`src/hdl/keyed_base64_cipher_defines.svh`:
```
// Assertion macros shared by the keyed Base64 cipher RTL.
`ifndef KEYED_BASE64_CIPHER_DEFINES_SVH
`define KEYED_BASE64_CIPHER_DEFINES_SVH

// Implication checked on every clock edge while out of reset.
`define KBC_ASSERT_IMP(label, ante, cons) \
  label: assert property (@(posedge clk) disable iff (!rst_n) (ante) |-> (cons)) \
    else $error("label failed");

// Next-cycle implication checked while out of reset.
`define KBC_ASSERT_NXT(label, ante, cons) \
  label: assert property (@(posedge clk) disable iff (!rst_n) (ante) |=> (cons)) \
    else $error("label failed");

`endif

```
`src/hdl/kb64c_pkg.sv`:
```
// Package: constants, state codes and tables for the keyed Base64 cipher.
`timescale 1ns / 1ps
`default_nettype none
package kb64c_pkg;

  localparam int KEY_MAX_DEF = 32;
  localparam int ENC_BLOCK   = 12;
  localparam int DEC_BLOCK   = 16;
  localparam logic [7:0] PAD_CHAR = 8'd61;
  localparam logic [7:0] BAD_CODE = 8'd255;

  localparam logic [2:0] CFG_MODE = 3'd0;
  localparam logic [2:0] CFG_KLEN = 3'd1;
  localparam logic [2:0] CFG_KW0  = 3'd2;
  localparam logic [2:0] CFG_KW1  = 3'd3;
  localparam logic [2:0] CFG_KW2  = 3'd4;
  localparam logic [2:0] CFG_KW3  = 3'd5;

  typedef enum logic [9:0] {
    ST_IDLE  = 10'b0000000001,
    ST_INIT  = 10'b0000000010,
    ST_PERMA = 10'b0000000100,
    ST_PERMB = 10'b0000001000,
    ST_INV   = 10'b0000010000,
    ST_WORK  = 10'b0000100000,
    ST_LOOK  = 10'b0001000000,
    ST_EMIT  = 10'b0010000000,
    ST_REKA  = 10'b0100000000,
    ST_REKB  = 10'b1000000000
  } state_t;

  function automatic logic [7:0] std_alpha(input logic [5:0] i);
    logic [7:0] r;
    begin
      if (i < 6'd26) r = 8'd65 + {2'b00, i};
      else if (i < 6'd52) r = 8'd71 + {2'b00, i};
      else if (i < 6'd62) r = {2'b00, i} - 8'd4;
      else if (i == 6'd62) r = 8'd43;
      else r = 8'd47;
      return r;
    end
  endfunction

endpackage
`default_nettype wire

```
`src/hdl/keyed_base64_cipher.sv`:
```
// Top level: keyed Base64 cipher with alphabet, inverse table and key in memories.
`timescale 1ns / 1ps
`default_nettype none
`include "keyed_base64_cipher_defines.svh"
// Keyed Base64 cipher. Encrypt (mode 0) turns bytes into characters, four per
// triple. Decrypt (mode 1) turns four characters into up to three bytes. After
// reset the block loads the standard alphabet and inverse table and clears the
// key, with in_stall high. An item with first set repeats that sweep and also
// loads the key from the configuration words. At each block start the alphabet
// is permuted by 64 swaps on the alphabet memory. In decrypt the inverse table
// is then rebuilt. An item is then packed into the group, looked up in the
// tables when a group completes, and its results are delivered one per cycle
// while out_stall is low. At block end the key is rewritten through the
// alphabet. One item is taken at a time; in_stall is high while it is worked on.
module keyed_base64_cipher #(
  parameter int KEY_MAX = kb64c_pkg::KEY_MAX_DEF
) (
  input  wire logic        clk,
  input  wire logic        rst_n,
  input  wire logic        in_valid,
  output logic             in_stall,
  input  wire logic [7:0]  in_byte,
  input  wire logic        in_first,
  input  wire logic        in_last,
  output logic             out_valid,
  input  wire logic        out_stall,
  output logic [7:0]       out_byte,
  output logic             out_end_of_run,
  input  wire logic        cfg_we,
  input  wire logic [2:0]  cfg_index,
  input  wire logic [63:0] cfg_data
);
  localparam int KW = (KEY_MAX > 1) ? $clog2(KEY_MAX) : 1;
  localparam int LW = $clog2(KEY_MAX + 1);

  // configuration registers
  logic        mode_r;
  logic [5:0]  klen_r;
  logic [63:0] kw_r [4];

  always_ff @(posedge clk) begin
    if (!rst_n) begin
      mode_r <= 1'b0;
      klen_r <= 6'd1;
      for (int i = 0; i < 4; i++) kw_r[i] <= '0;
    end else if (cfg_we) begin
      case (cfg_index)
        kb64c_pkg::CFG_MODE: mode_r <= cfg_data[0];
        kb64c_pkg::CFG_KLEN: klen_r <= cfg_data[5:0];
        kb64c_pkg::CFG_KW0:  kw_r[0] <= cfg_data;
        kb64c_pkg::CFG_KW1:  kw_r[1] <= cfg_data;
        kb64c_pkg::CFG_KW2:  kw_r[2] <= cfg_data;
        kb64c_pkg::CFG_KW3:  kw_r[3] <= cfg_data;
        default: ;
      endcase
    end
  end

  // effective key length, clamped to 1..KEY_MAX
  logic [LW-1:0] elen;
  always_comb begin
    if (klen_r == 6'd0) elen = LW'(1);
    else if (32'(klen_r) > KEY_MAX) elen = LW'(KEY_MAX);
    else elen = LW'(klen_r);
  end

  // memories: alphabet (64), inverse table (128), working key (KEY_MAX)
  logic [7:0] alpha_mem [64];
  logic [7:0] inv_mem   [128];
  logic [7:0] key_mem   [KEY_MAX];
  logic       a_we, i_we, k_we;
  logic [5:0] a_wa, a_ra;
  logic [6:0] i_wa, i_ra;
  logic [KW-1:0] k_wa, k_ra;
  logic [7:0] a_wd, i_wd, k_wd;
  logic [7:0] a_rd, i_rd, k_rd;

  always_ff @(posedge clk) begin
    if (a_we) alpha_mem[a_wa] <= a_wd;
    a_rd <= alpha_mem[a_ra];
  end
  always_ff @(posedge clk) begin
    if (i_we) inv_mem[i_wa] <= i_wd;
    i_rd <= inv_mem[i_ra];
  end
  always_ff @(posedge clk) begin
    if (k_we) key_mem[k_wa] <= k_wd;
    k_rd <= key_mem[k_ra];
  end

  // control
  kb64c_pkg::state_t st_r, st_nxt;
  logic [6:0]  cnt_r, cnt_nxt;       // sweep index
  logic [1:0]  sub_r, sub_nxt;       // step within a swap, inverse rebuild or rekey
  logic [7:0]  tmp_r, tmp_nxt;       // held alphabet entry i
  logic [5:0]  idx_r, idx_nxt;       // swap partner
  logic [KW-1:0] kp_r, kp_nxt;       // key position i mod len
  logic [7:0]  c_r;
  logic        last_r, dec_r;
  logic [23:0] gbuf_r, gbuf_nxt;
  logic [1:0]  gcnt_r, gcnt_nxt;
  logic [3:0]  bcnt_r, bcnt_nxt;
  logic [7:0]  res_r [4];
  logic [7:0]  res_nxt [4];
  logic [2:0]  nres_r, nres_nxt;
  logic [2:0]  oidx_r, oidx_nxt;
  logic [7:0]  dv_r [4];             // decoded characters, 255 when outside the alphabet
  logic [7:0]  dv_nxt [4];
  logic [7:0]  ch_r [4];
  logic [7:0]  ch_nxt [4];
  logic        boot_done_r, boot_done_nxt; // reset-time table load finished
  logic        take;

  assign take = in_valid && !in_stall;
  assign in_stall = (st_r != kb64c_pkg::ST_IDLE);
  assign out_valid = (st_r == kb64c_pkg::ST_EMIT) && (nres_r != 3'd0);
  assign out_byte = res_r[oidx_r[1:0]];
  assign out_end_of_run = (oidx_r + 3'd1 == nres_r);

  // key byte from configuration words
  function automatic logic [7:0] cfg_key(input int i, input logic [63:0] w0,
      input logic [63:0] w1, input logic [63:0] w2, input logic [63:0] w3);
    logic [63:0] w;
    begin
      case (i / 8)
        0: w = w0;
        1: w = w1;
        2: w = w2;
        3: w = w3;
        default: w = '0;
      endcase
      return (i < 32) ? w[(i % 8) * 8 +: 8] : 8'd0;
    end
  endfunction

  logic [7:0] init_key;
  always_comb begin
    init_key = '0;
    for (int i = 0; i < KEY_MAX; i++)
      if (cnt_r[KW-1:0] == KW'(i)) init_key = cfg_key(i, kw_r[0], kw_r[1], kw_r[2], kw_r[3]);
  end

  logic [23:0] enc_t;
  logic [1:0]  bsel;
  always_comb begin
    bsel = gcnt_r;
    enc_t = gbuf_r;
    case (bsel)
      2'd0: enc_t[7:0]   = gbuf_r[7:0] | c_r;
      2'd1: enc_t[15:8]  = gbuf_r[15:8] | c_r;
      2'd2: enc_t[23:16] = gbuf_r[23:16] | c_r;
      default: enc_t = gbuf_r;     // a fourth byte falls beyond 24 bits: drop it
    endcase
  end

  logic [4:0] bc_inc;
  logic       blk_end;
  assign bc_inc = {1'b0, bcnt_r} + 5'd1;
  assign blk_end = last_r || (!dec_r && bc_inc >= 5'(kb64c_pkg::ENC_BLOCK)) ||
                   (dec_r && bc_inc >= 5'(kb64c_pkg::DEC_BLOCK));

  always_comb begin
    st_nxt = st_r; cnt_nxt = cnt_r; sub_nxt = sub_r; tmp_nxt = tmp_r; idx_nxt = idx_r;
    kp_nxt = kp_r; gbuf_nxt = gbuf_r; gcnt_nxt = gcnt_r; bcnt_nxt = bcnt_r;
    nres_nxt = nres_r; oidx_nxt = oidx_r; boot_done_nxt = boot_done_r;
    for (int k = 0; k < 4; k++) begin
      res_nxt[k] = res_r[k]; dv_nxt[k] = dv_r[k]; ch_nxt[k] = ch_r[k];
    end
    a_we = 1'b0; i_we = 1'b0; k_we = 1'b0;
    a_wa = '0; i_wa = '0; k_wa = '0; a_wd = '0; i_wd = '0; k_wd = '0;
    a_ra = cnt_r[5:0]; i_ra = '0; k_ra = kp_r;
    case (st_r)
      kb64c_pkg::ST_IDLE: begin
        if (take) begin
          cnt_nxt = '0; sub_nxt = '0; kp_nxt = '0;
          if (in_first) begin
            st_nxt = kb64c_pkg::ST_INIT;
            gbuf_nxt = '0; gcnt_nxt = '0; bcnt_nxt = '0;
          end else if (bcnt_r == 4'd0) begin
            st_nxt = kb64c_pkg::ST_PERMA;
          end else begin
            st_nxt = kb64c_pkg::ST_WORK;
          end
        end
      end
      // reload alphabet, inverse table and key, one entry of each per cycle;
      // the load after reset clears the key and returns to idle
      kb64c_pkg::ST_INIT: begin
        i_we = 1'b1; i_wa = cnt_r;
        i_wd = kb64c_pkg::BAD_CODE;
        for (int j = 0; j < 64; j++)
          if (kb64c_pkg::std_alpha(6'(j)) == {1'b0, cnt_r}) i_wd = 8'(j);
        if (cnt_r < 7'd64) begin
          a_we = 1'b1; a_wa = cnt_r[5:0]; a_wd = kb64c_pkg::std_alpha(cnt_r[5:0]);
        end
        if (32'(cnt_r) < KEY_MAX) begin
          k_we = 1'b1; k_wa = cnt_r[KW-1:0]; k_wd = boot_done_r ? init_key : 8'd0;
        end
        cnt_nxt = cnt_r + 7'd1;
        if (cnt_r == 7'd127) begin
          cnt_nxt = '0;
          st_nxt = boot_done_r ? kb64c_pkg::ST_PERMA : kb64c_pkg::ST_IDLE;
          boot_done_nxt = 1'b1;
        end
      end
      // swap: sub 0 read a[i] and key; sub 1 read a[idx]; sub 2 hold a[idx]
      kb64c_pkg::ST_PERMA: begin
        a_ra = cnt_r[5:0]; k_ra = kp_r;
        case (sub_r)
          2'd0: sub_nxt = 2'd1;
          2'd1: begin
            tmp_nxt = a_rd; idx_nxt = k_rd[5:0];
            a_ra = k_rd[5:0];
            sub_nxt = 2'd2;
          end
          default: begin
            a_ra = idx_r;
            st_nxt = kb64c_pkg::ST_PERMB;
          end
        endcase
      end
      kb64c_pkg::ST_PERMB: begin
        // a_rd = a[idx]; write a[i]=a[idx] then a[idx]=tmp
        if (sub_r == 2'd2) begin
          a_we = 1'b1; a_wa = cnt_r[5:0]; a_wd = a_rd; sub_nxt = 2'd3;
        end else begin
          a_we = 1'b1; a_wa = idx_r; a_wd = tmp_r; sub_nxt = 2'd0;
          kp_nxt = (32'(kp_r) + 1 >= 32'(elen)) ? '0 : kp_r + KW'(1);
          cnt_nxt = cnt_r + 7'd1;
          st_nxt = kb64c_pkg::ST_PERMA;
          if (cnt_r == 7'd63) begin
            cnt_nxt = '0;
            st_nxt = mode_r ? kb64c_pkg::ST_INV : kb64c_pkg::ST_WORK;
          end
        end
      end
      // inverse rebuild: read a[i], write inv next cycle
      kb64c_pkg::ST_INV: begin
        a_ra = cnt_r[5:0];
        if (sub_r == 2'd0) begin
          sub_nxt = 2'd1;
        end else begin
          i_we = 1'b1; i_wa = a_rd[6:0]; i_wd = {2'b00, cnt_r[5:0]};
          sub_nxt = 2'd0; cnt_nxt = cnt_r + 7'd1;
          if (cnt_r == 7'd63) begin
            cnt_nxt = '0; st_nxt = kb64c_pkg::ST_WORK;
          end
        end
      end
      // pack the item into the group, decide whether a group completes
      kb64c_pkg::ST_WORK: begin
        cnt_nxt = '0; sub_nxt = '0;
        if (!dec_r) begin
          if (gcnt_r >= 2'd2 || last_r) begin
            gbuf_nxt = enc_t;
            nres_nxt = 3'd4;
            st_nxt = kb64c_pkg::ST_LOOK;
          end else begin
            gbuf_nxt = enc_t; gcnt_nxt = gcnt_r + 2'd1; nres_nxt = 3'd0;
            st_nxt = kb64c_pkg::ST_EMIT;
          end
        end else begin
          if (gcnt_r == 2'd3 || last_r) begin
            for (int k = 0; k < 4; k++) begin
              if (k < int'(gcnt_r)) ch_nxt[k] = gbuf_r[8*k +: 8];
              else if (k == int'(gcnt_r)) ch_nxt[k] = c_r;
              else ch_nxt[k] = kb64c_pkg::PAD_CHAR;
            end
            nres_nxt = 3'd3;
            st_nxt = kb64c_pkg::ST_LOOK;
          end else begin
            gbuf_nxt[8*gcnt_r +: 8] = c_r;
            gcnt_nxt = gcnt_r + 2'd1; nres_nxt = 3'd0;
            st_nxt = kb64c_pkg::ST_EMIT;
          end
        end
        oidx_nxt = '0;
      end
      // four table reads, one per cycle, each answered from a registered memory output
      kb64c_pkg::ST_LOOK: begin
        a_ra = gbuf_r[6*cnt_r[1:0] +: 6];
        i_ra = ch_r[cnt_r[1:0]][6:0];
        if (cnt_r != 7'd0) begin
          if (!dec_r) res_nxt[cnt_r[1:0] - 2'd1] = a_rd;
          else dv_nxt[cnt_r[1:0] - 2'd1] =
                 ch_r[cnt_r[1:0] - 2'd1][7] ? kb64c_pkg::BAD_CODE : i_rd;
        end
        cnt_nxt = cnt_r + 7'd1;
        if (cnt_r == 7'd4) begin
          cnt_nxt = '0;
          if (!dec_r) begin
            res_nxt[3] = a_rd;
            if (last_r && gcnt_r == 2'd0) begin
              res_nxt[2] = kb64c_pkg::PAD_CHAR; res_nxt[3] = kb64c_pkg::PAD_CHAR;
            end else if (last_r && gcnt_r == 2'd1) begin
              res_nxt[3] = kb64c_pkg::PAD_CHAR;
            end
          end else begin
            logic [7:0] d0, d1, d2, d3;
            d0 = dv_r[0];
            d1 = dv_r[1];
            d2 = dv_r[2];
            d3 = (ch_r[3][7]) ? kb64c_pkg::BAD_CODE : i_rd;
            res_nxt[0] = 8'(d0 | (d1 << 6));
            res_nxt[1] = 8'((d1 >> 2) | (d2 << 4));
            res_nxt[2] = 8'((d2 >> 4) | (d3 << 2));
            if (last_r && ch_r[2] == kb64c_pkg::PAD_CHAR) nres_nxt = 3'd1;
            else if (last_r && ch_r[3] == kb64c_pkg::PAD_CHAR) nres_nxt = 3'd2;
          end
          gbuf_nxt = '0; gcnt_nxt = '0;
          st_nxt = kb64c_pkg::ST_EMIT;
        end
      end
      // deliver results, then advance the block
      kb64c_pkg::ST_EMIT: begin
        if (nres_r == 3'd0 || (!out_stall && oidx_r + 3'd1 == nres_r)) begin
          bcnt_nxt = blk_end ? 4'd0 : bc_inc[3:0];
          if (last_r) begin
            gbuf_nxt = '0; gcnt_nxt = '0;
          end
          cnt_nxt = '0; sub_nxt = '0;
          st_nxt = blk_end ? kb64c_pkg::ST_REKA : kb64c_pkg::ST_IDLE;
        end else if (!out_stall) begin
          oidx_nxt = oidx_r + 3'd1;
        end
      end
      // rekey: read key[j], then alphabet[key], then write key[j]
      kb64c_pkg::ST_REKA: begin
        k_ra = cnt_r[KW-1:0];
        if (sub_r == 2'd0) sub_nxt = 2'd1;
        else begin
          a_ra = k_rd[5:0]; sub_nxt = 2'd0; st_nxt = kb64c_pkg::ST_REKB;
        end
      end
      kb64c_pkg::ST_REKB: begin
        k_we = 1'b1; k_wa = cnt_r[KW-1:0]; k_wd = a_rd;
        cnt_nxt = cnt_r + 7'd1;
        st_nxt = kb64c_pkg::ST_REKA;
        if (32'(cnt_r) + 1 >= 32'(elen)) begin
          cnt_nxt = '0; st_nxt = kb64c_pkg::ST_IDLE;
        end
      end
      default: st_nxt = kb64c_pkg::ST_IDLE;
    endcase
  end

  always_ff @(posedge clk) begin
    if (!rst_n) begin
      st_r <= kb64c_pkg::ST_INIT;
      cnt_r <= '0; sub_r <= '0; kp_r <= '0;
      gbuf_r <= '0; gcnt_r <= '0; bcnt_r <= '0;
      nres_r <= '0; oidx_r <= '0; boot_done_r <= 1'b0;
      last_r <= 1'b0; dec_r <= 1'b0;
    end else begin
      st_r <= st_nxt;
      cnt_r <= cnt_nxt; sub_r <= sub_nxt; kp_r <= kp_nxt;
      gbuf_r <= gbuf_nxt; gcnt_r <= gcnt_nxt; bcnt_r <= bcnt_nxt;
      nres_r <= nres_nxt; oidx_r <= oidx_nxt; boot_done_r <= boot_done_nxt;
      if (take) begin
        last_r <= in_last; dec_r <= mode_r;
      end
    end
  end

  always_ff @(posedge clk) begin
    tmp_r <= tmp_nxt; idx_r <= idx_nxt;
    if (take) c_r <= in_byte;
    for (int k = 0; k < 4; k++) begin
      res_r[k] <= res_nxt[k]; dv_r[k] <= dv_nxt[k]; ch_r[k] <= ch_nxt[k];
    end
  end

  `KBC_ASSERT_IMP(a_stall_busy, out_valid, in_stall)
  `KBC_ASSERT_IMP(a_oidx_range, out_valid && nres_r != 3'd0, oidx_r < nres_r)
  `KBC_ASSERT_NXT(a_take_leaves_idle, take, st_r != kb64c_pkg::ST_IDLE)
  `KBC_ASSERT_IMP(a_one_hot, 1'b1, $onehot(st_r))
endmodule
`default_nettype wire
```
`config.mk`:
```
export PLATFORM = sky130hd
export DESIGN_NAME = keyed_base64_cipher
export DESIGN_NICKNAME = d
export VERILOG_FILES = /design/src/hdl/kb64c_pkg.sv /design/src/hdl/keyed_base64_cipher.sv
export VERILOG_INCLUDE_DIRS = /design/src /design/src/hdl
export SDC_FILE = /design/constraint.sdc
export NUM_CORES = 2
export LEC_CHECK = 0
export BUFFER_PORTS_ARGS = -buffer_cell sky130_fd_sc_hd__buf_4
export CORE_AREA = 2 2 447 449
export DETAILED_ROUTE_END_ITERATION = 6
export DIE_AREA = 0 0 449 451
export SLEW_MARGIN = 20
export SYNTH_ARGS = -nofsm -noshare
export SYNTH_HDL_FRONTEND = slang
export SYNTH_SLANG_ARGS = --single-unit
```
`constraint.sdc`:
```
create_clock -name clk -period 26.4 [get_ports clk]
set_input_delay 1.32 -clock clk [delete_from_list [all_inputs] [get_ports clk]]
set_output_delay 1.32 -clock clk [all_outputs]
set_load 0.1 [all_outputs]
```
# [After elaboration in Yosys (flattened, before gate mapping)]
# Memories as Yosys holds them, arrays and structs flattened. A register that Yosys moved wholly into a read port is not among the register bits.
# Index checks and enable logic that the tools add are counted.
[totals] word_cells=600 ff_bits=92 memories=7 ramBits=2144 input_bits=82 output_inout_bits=11
[memory_table] name="inv_mem" depth=128 width=8 read_ports=1 rd_ports_with_merged_regs=1 write_ports=1 line="keyed_base64_cipher.sv:69" text="logic [7:0] inv_mem [128];"
[memory_table] name="alpha_mem" depth=64 width=8 read_ports=1 rd_ports_with_merged_regs=1 write_ports=1 line="keyed_base64_cipher.sv:68" text="logic [7:0] alpha_mem [64];"
[memory_table] name="key_mem" depth=32 width=8 read_ports=1 rd_ports_with_merged_regs=1 write_ports=1 line="keyed_base64_cipher.sv:70" text="logic [7:0] key_mem [KEY_MAX];"
[memory_table] name="kw_r" depth=4 width=64 read_ports=4 rd_ports_with_merged_regs=0 write_ports=4 line="keyed_base64_cipher.sv:39" text="logic [63:0] kw_r [4];"
[memory_table] name="ch_r" depth=4 width=8 read_ports=4 rd_ports_with_merged_regs=1 write_ports=4 line="keyed_base64_cipher.sv:109" text="logic [7:0] ch_r [4];"
[memory_table] name="dv_r" depth=4 width=8 read_ports=4 rd_ports_with_merged_regs=0 write_ports=4 line="keyed_base64_cipher.sv:107" text="logic [7:0] dv_r [4];"
[memory_table] name="1 more memories"
[classes] n_reduce_logical=53 n_lt_le_gt_ge=16 bitwise_logic=11 n_mux=328 n_eq_ne=150 n_addsub=12 n_mul=1 shift=3
[op_table] cell="$mux 8" n=186
[op_table] cell="$eq 8x7->1" n=64
[op_table] cell="$mux 32" n=10
[op_table] cell="$mux 64" n=4
[op_table] cell="$mux 24" n=7
[op_table] cell="$mux 10" n=10
[op_table] cell="$pmux 10 s10" n=1
[op_table] cell="$pmux 24 s4" n=1
[op_table] cell="$eq 5x5->1 const B" n=16
[op_table] cell="$mux 7" n=10
[op_table] cell="$mux 6" n=11
[op_table] cell="$bwmux 32" n=2
[op_table] cell="$pmux 7 s8" n=1
[op_table] cell="$pmux 8 s2" n=3
[op_table] cell="$eq 5x4->1 const B" n=8
[op_table] cell="$neg 5->34" n=1
[op_table] cell="$shift 8x34->24 const A" n=1
[op_table] cell="$shiftx 8x34->24" n=1
[op_table] cell="$mux 2" n=16
[op_table] cell="$or 8x8->8" n=4
[op_table] cell="$reduce_and 8->1" n=4
[op_table] cell="$mux 3" n=10
[op_table] cell="$ne 2x2->1 const B" n=14
[op_table] cell="$mux 1" n=27
[op_table] cell="97 further kinds" n=162

# [Longest topological paths before layout]
[logic_depth] ltp_word=68 mapped_depth=15 mapped_depth_nobuf=13

# [Worst setup path before layout]
# No wires, ideal clock.
[synth_path] path_kind="reg-to-reg" from="reg cnt_r[0]" to="mem inv_mem[0][2], data pin" stages_incl_launch_ff=15 slack_ns=17.229 arrival_ns=7.975 t_required_ns=25.203 setup_ns=1.197 path_buffers=5 path_cell_list="dfxtp_1 > buf_1 > clkinv_1 > ha_1 > clkbuf_1 > clkbuf_1 > clkbuf_1 > clkbuf_1 > o21ai_0 > a221oi_1 > o21ai_0 > a22oi_1 > o22ai_1 > a21oi_1 > o21ai_0"
[synth_between] elab_chain_len=66
[synth_rtl] item="start: declaration" line="keyed_base64_cipher.sv:93" text="logic [6:0] cnt_r, cnt_nxt;"
[synth_rtl] item="start signal: assignment" line="keyed_base64_cipher.sv:356" text="cnt_r <= cnt_nxt; sub_r <= sub_nxt; kp_r <= kp_nxt;"
[synth_rtl] item="$eq 8x7->1" line="keyed_base64_cipher.sv:192" text="if (kb64c_pkg::std_alpha(6'(j)) == {1'b0, cnt_r}) i_wd = 8'(j);"
[synth_rtl] item="$mux 8 (63 in series)" line="keyed_base64_cipher.sv:192"
[synth_rtl] item="$mux 8 *" line="keyed_base64_cipher.sv:192"
[synth_rtl] item="$pmux 8 s2 *" line="keyed_base64_cipher.sv:172" text="case (st_r)"
[synth_rtl] item="named net i_wd[2]" line="keyed_base64_cipher.sv:75" text="logic [7:0] a_wd, i_wd, k_wd;"
[synth_rtl] item="end: declaration" line="keyed_base64_cipher.sv:69"
# The timed path passes the listed nets; every way through them passes the cells marked *.

# [Worst setup path in the final report]
[layout_path] from="reg st_r[4]" to="reg a_rd[0] (read register of alpha_mem)"
[layout_between] elab_chain_len=2
[layout_rtl] item="start: declaration" line="keyed_base64_cipher.sv:92" text="kb64c_pkg::state_t st_r, st_nxt;"
[layout_rtl] item="start signal: assignment" line="keyed_base64_cipher.sv:349" text="st_r <= kb64c_pkg::ST_INIT;"
[layout_rtl] item="start signal: assignment" line="keyed_base64_cipher.sv:355" text="st_r <= st_nxt;"
[layout_rtl] item="$eq 10x9->1 (tied with other cells)" line="keyed_base64_cipher.sv:172"
[layout_rtl] item="$pmux 6 s3 *" line="keyed_base64_cipher.sv:172"
[layout_rtl] item="end: declaration" line="keyed_base64_cipher.sv:76" text="logic [7:0] a_rd, i_rd, k_rd;"
# Every way passes the cells marked *; elsewhere a longest branch is shown, timed or not.
# A chain may end at the register's enable or synchronous reset.

==> metrics.txt <==
Max Freq 182 MHz; min Tclk post-route 5.50 ns; CP startpoint st_r[4]$_SDFFE_PN0P_; clock share of power 36.3%; clock latency on the worst-skew pair 0.86 ns; Comb power frac 16.2%; Synth Area in Compound Gates 10.9%; via count 55600; final hold vios 0; Setup WS post-layout 20.90 ns; dpl ws 20.89 ns; full die area 0.202 sq mm; post-DR vias/cell 5.90; Worst Skew 0.0324 ns; CP endpoint a_rd[0]$_DFF_P_; CTS clock-pin slew for the worst setup and hold paths 0.06 ns; synthesis warning total 0; vias in the first global route 53800; cts repair resizes 0; root buf cell clkbuf_16; family with the most delay on the worst path simple AND/OR/NAND/NOR gates; Post-Synth XOR/XNOR Area 0.171%; Longest Clk Path Bufs 3; initial antenna violation count 6; EDFF count, synth 1899; switch share 27.9%; detailed-router iteration count before antenna repair 6; Placed Cells 9048; Wirelength per Cell 24.8 microns; Crit Path Max Fanout 57; Port Buf Inserts 76; post-synthesis cell area 0.0847 sq mm; Synth Instances 6660; CP arrival 6.17 ns; Internal Power 0.00599 W; Adder-Cell Fraction of Synth Area 0.532%; global-route wire length before repair 349 mm; Initial Util 42.7%; Hold Path Class reg -> reg; Final Slew Violations 0; Syn Area/Cell 12.7 sq um; P_leak 31.0 nW; Synth Flop Type edfxtp_1; CTS tree built; layout cells sized above 1 9.28%; die height 451 microns; Overflow after GRT 0; Crit Path Category reg -> reg; RR Endpoint a_rd[0]$_DFF_P_; H-tree depth 4; RSZ-0062 raised after global routing no; Worst Setup End Kind flop; Tcrit/Tclk final 20.8%; Reg2Reg Launch Point st_r[4]$_SDFFE_PN0P_; Synth area leaders edfxtp_1 67%, nand2_1 4.9%, nand3_1 2.7%, dfxtp_1 2.2%, nor2_1 2.0%; GRT Total Usage 22.6%; die width 449 microns; Sw Pwr 0.00232 W; most frequent cells in the layout 1899 x edfxtp_1, 1106 x nand2_1, 456 x nand3_1; First DRT Iteration DRCs 6446; Final HPWL DP 144 mm; power per cell area 87.4 mW/mm^2; max_cap viols 0; Crit-path slowest cell nor4_1; Pwr Total 0.00830 W; r2r setup slk 20.90 ns; Worst Reg-to-Reg Cells 10; total length of routed wires 234 mm; Yosys top cell by area edfxtp_1; drt drc 0; Final Setup Violations 0; ys async rst share 0%; WP depth 10; core area 0.198 sq mm; library cells used by synthesis 97; CTS Buf Count 201; leading cell type in the layout, fill and taps excluded edfxtp_1; antenna-violating nets left 0; Crit path required time 27.06 ns; non-filler cells, final 9424; status complete, no violations; Routability Congestion 0.928; share of synthesized area occupied by flip-flops and latches 69.6%; simple-gate share of the synthesized area 14.4%; top-area cell type share of the netlist area 67.3%; setup TNS 0 ns; Post-CTS Setup Bufs 0; Ports 93; peak supply drop 85.4 uV; hold-fix buffer count after cts 0; Syn Nets 6778; Seq cells post-synth 1994; post-synthesis mux area share 2.00%; worst-path cell chain or4_1, a2111oi_0, a221oi_1, nand2_4, buf_4, mux2i_1, a32o_1, nor3_1, nor4_1, nand4_1; Critical Path Source Type flop; largest net degree at the start of global routing 173; Worst slew margin 22.7%; FP Rows 164; fin nets 6713; Sequential Power Share 47.5%; Syn-to-layout area delta 12.2%; Num Clock Sinks 1994; critical path buffer and inverter count 1; slowest stage delay, CP 0.97 ns; Worst-Margin Slew 1.15 ns; largest family of logic cells by synthesized area simple AND/OR/NAND/NOR gates
==> layer usage <==
metal | vias to the layer above | share of wire [%] | GRT usage [%]
met2 | 2179 | 47 | 36.1
met4 | 0 | 3.3 | 7.83
met1 | 27900 | 43 | 31.7
met3 | 394 | 6.9 | 3.43
li1 | 25200 | - | -
met5 | - | 0 | 0
==> power groups by stage <==
stage	Combinational (W)	Clock [W]	Sequential, W
2_1_floorplan	0.000771	0	0.00406
6_report	0.00135	0.00301	0.00394
3_3_place_gp	0.00131	0	0.00401
5_1_grt	0.00145	0.00317	0.00395
4_1_cts	0.00134	0.00305	0.00394
3_5_place_dp	0.00134	0	0.00401
==> registers in the layout, summed over array words and instances (netlist names), 6 cells and up, named ones only <==
register and count:
a_rd 8, alpha_mem 512, c_r 8, ch_r 32
cnt_r 7, dv_r 21, gbuf_r 24, i_rd 7
idx_r 6, inv_mem 896, k_rd 6, key_mem 192
klen_r 6, kw_r 192, res_r 32, st_r 10
tmp_r 8
==> kinds of logic (layout without fill, tap and decap cells) <==
logic type	count (synthesis)	after routing
AOI/OAI and AO/OA	1315	1315
xor gates and xnor gates	14	14
adders and majority gates	36	36
buffers and inverters	507	613
DFF	1994	1994
muxes	142	142
other	0	2
and+or+nand+nor	2652	2652
==> worst reg2reg max path: stages, from the launching register on <==
cell and delay [ns]:
dfxtp_1 0.37, or4_1 0.89, a2111oi_0 0.51, a221oi_1 0.24
nand2_4 0.62, buf_4 0.85, mux2i_1 0.31, a32o_1 0.19
nor3_1 0.11, nor4_1 0.97, nand4_1 0.27
==> cell usage after synthesis (9+ instances only) <==
master     number
edfxtp_1     1899
a32o_1         65
o21a_1         18
o211ai_1       46
a32oi_1        13
a221oi_1       23
buf_1          50
nor2_1        447
o2111ai_1       9
nor4_1         26
nand4_1        22
mux2i_1       116
or2_2          15
mux4_2         21
o221a_2        10
a311oi_1       34
ha_1           36
a31oi_1        93
nor3_1         79
a22o_1         19
a21o_1         27
nand2b_1       21
nor2b_1        29
a21oi_1       202
o31ai_1        11
and2_1        258
nand2_1      1111
o21ai_0       224
o221ai_1      135
clkbuf_1      316
nand3_1       456
and3_1         94
o22ai_1       137
inv_1          38
buf_2          83
a22oi_1        80
nand3b_1       30
dfxtp_1        95
a211oi_1      102
==> area by class of cell <==
class                   count  area (sq um)
inverters                  47           176
clock buffers             250          5410
repair buffers            192          1480
well taps                2656          3320
fillers                 17300        103000
flip-flops and latches   1994         58900
multi-input cells        4159         24100
clock inverters           124          1590
diodes                      2          5.00
==> through the flow <==
step	hold slack (ns)	instance area (sq um)	util, %
after floorplan	0.406	84700	-
after detailed placement	0.451	88000	44.4
after global routing	0.478	95000	47.9
after global placement	0.454	88000	44.4
after CTS	0.460	95000	47.9
final	0.447	95000	47.9
==> worst min path at each step <==
stage,slack (ns),end,cells after the start,startpoint
2_1_floorplan,0.41,tmp_r[0]$_DFFE_PP_,0,a_rd[0]$_DFF_P_
3_3_place_gp,0.45,idx_r[1]$_DFFE_PP_,0,k_rd[1]$_DFF_P_
3_5_place_dp,0.45,idx_r[1]$_DFFE_PP_,0,k_rd[1]$_DFF_P_
4_1_cts,0.46,idx_r[1]$_DFFE_PP_,0,k_rd[1]$_DFF_P_
5_1_grt,0.48,idx_r[1]$_DFFE_PP_,0,k_rd[1]$_DFF_P_
6_report,0.45,idx_r[1]$_DFFE_PP_,0,k_rd[1]$_DFF_P_
Note: power is estimated with default switching activity, not from simulation.
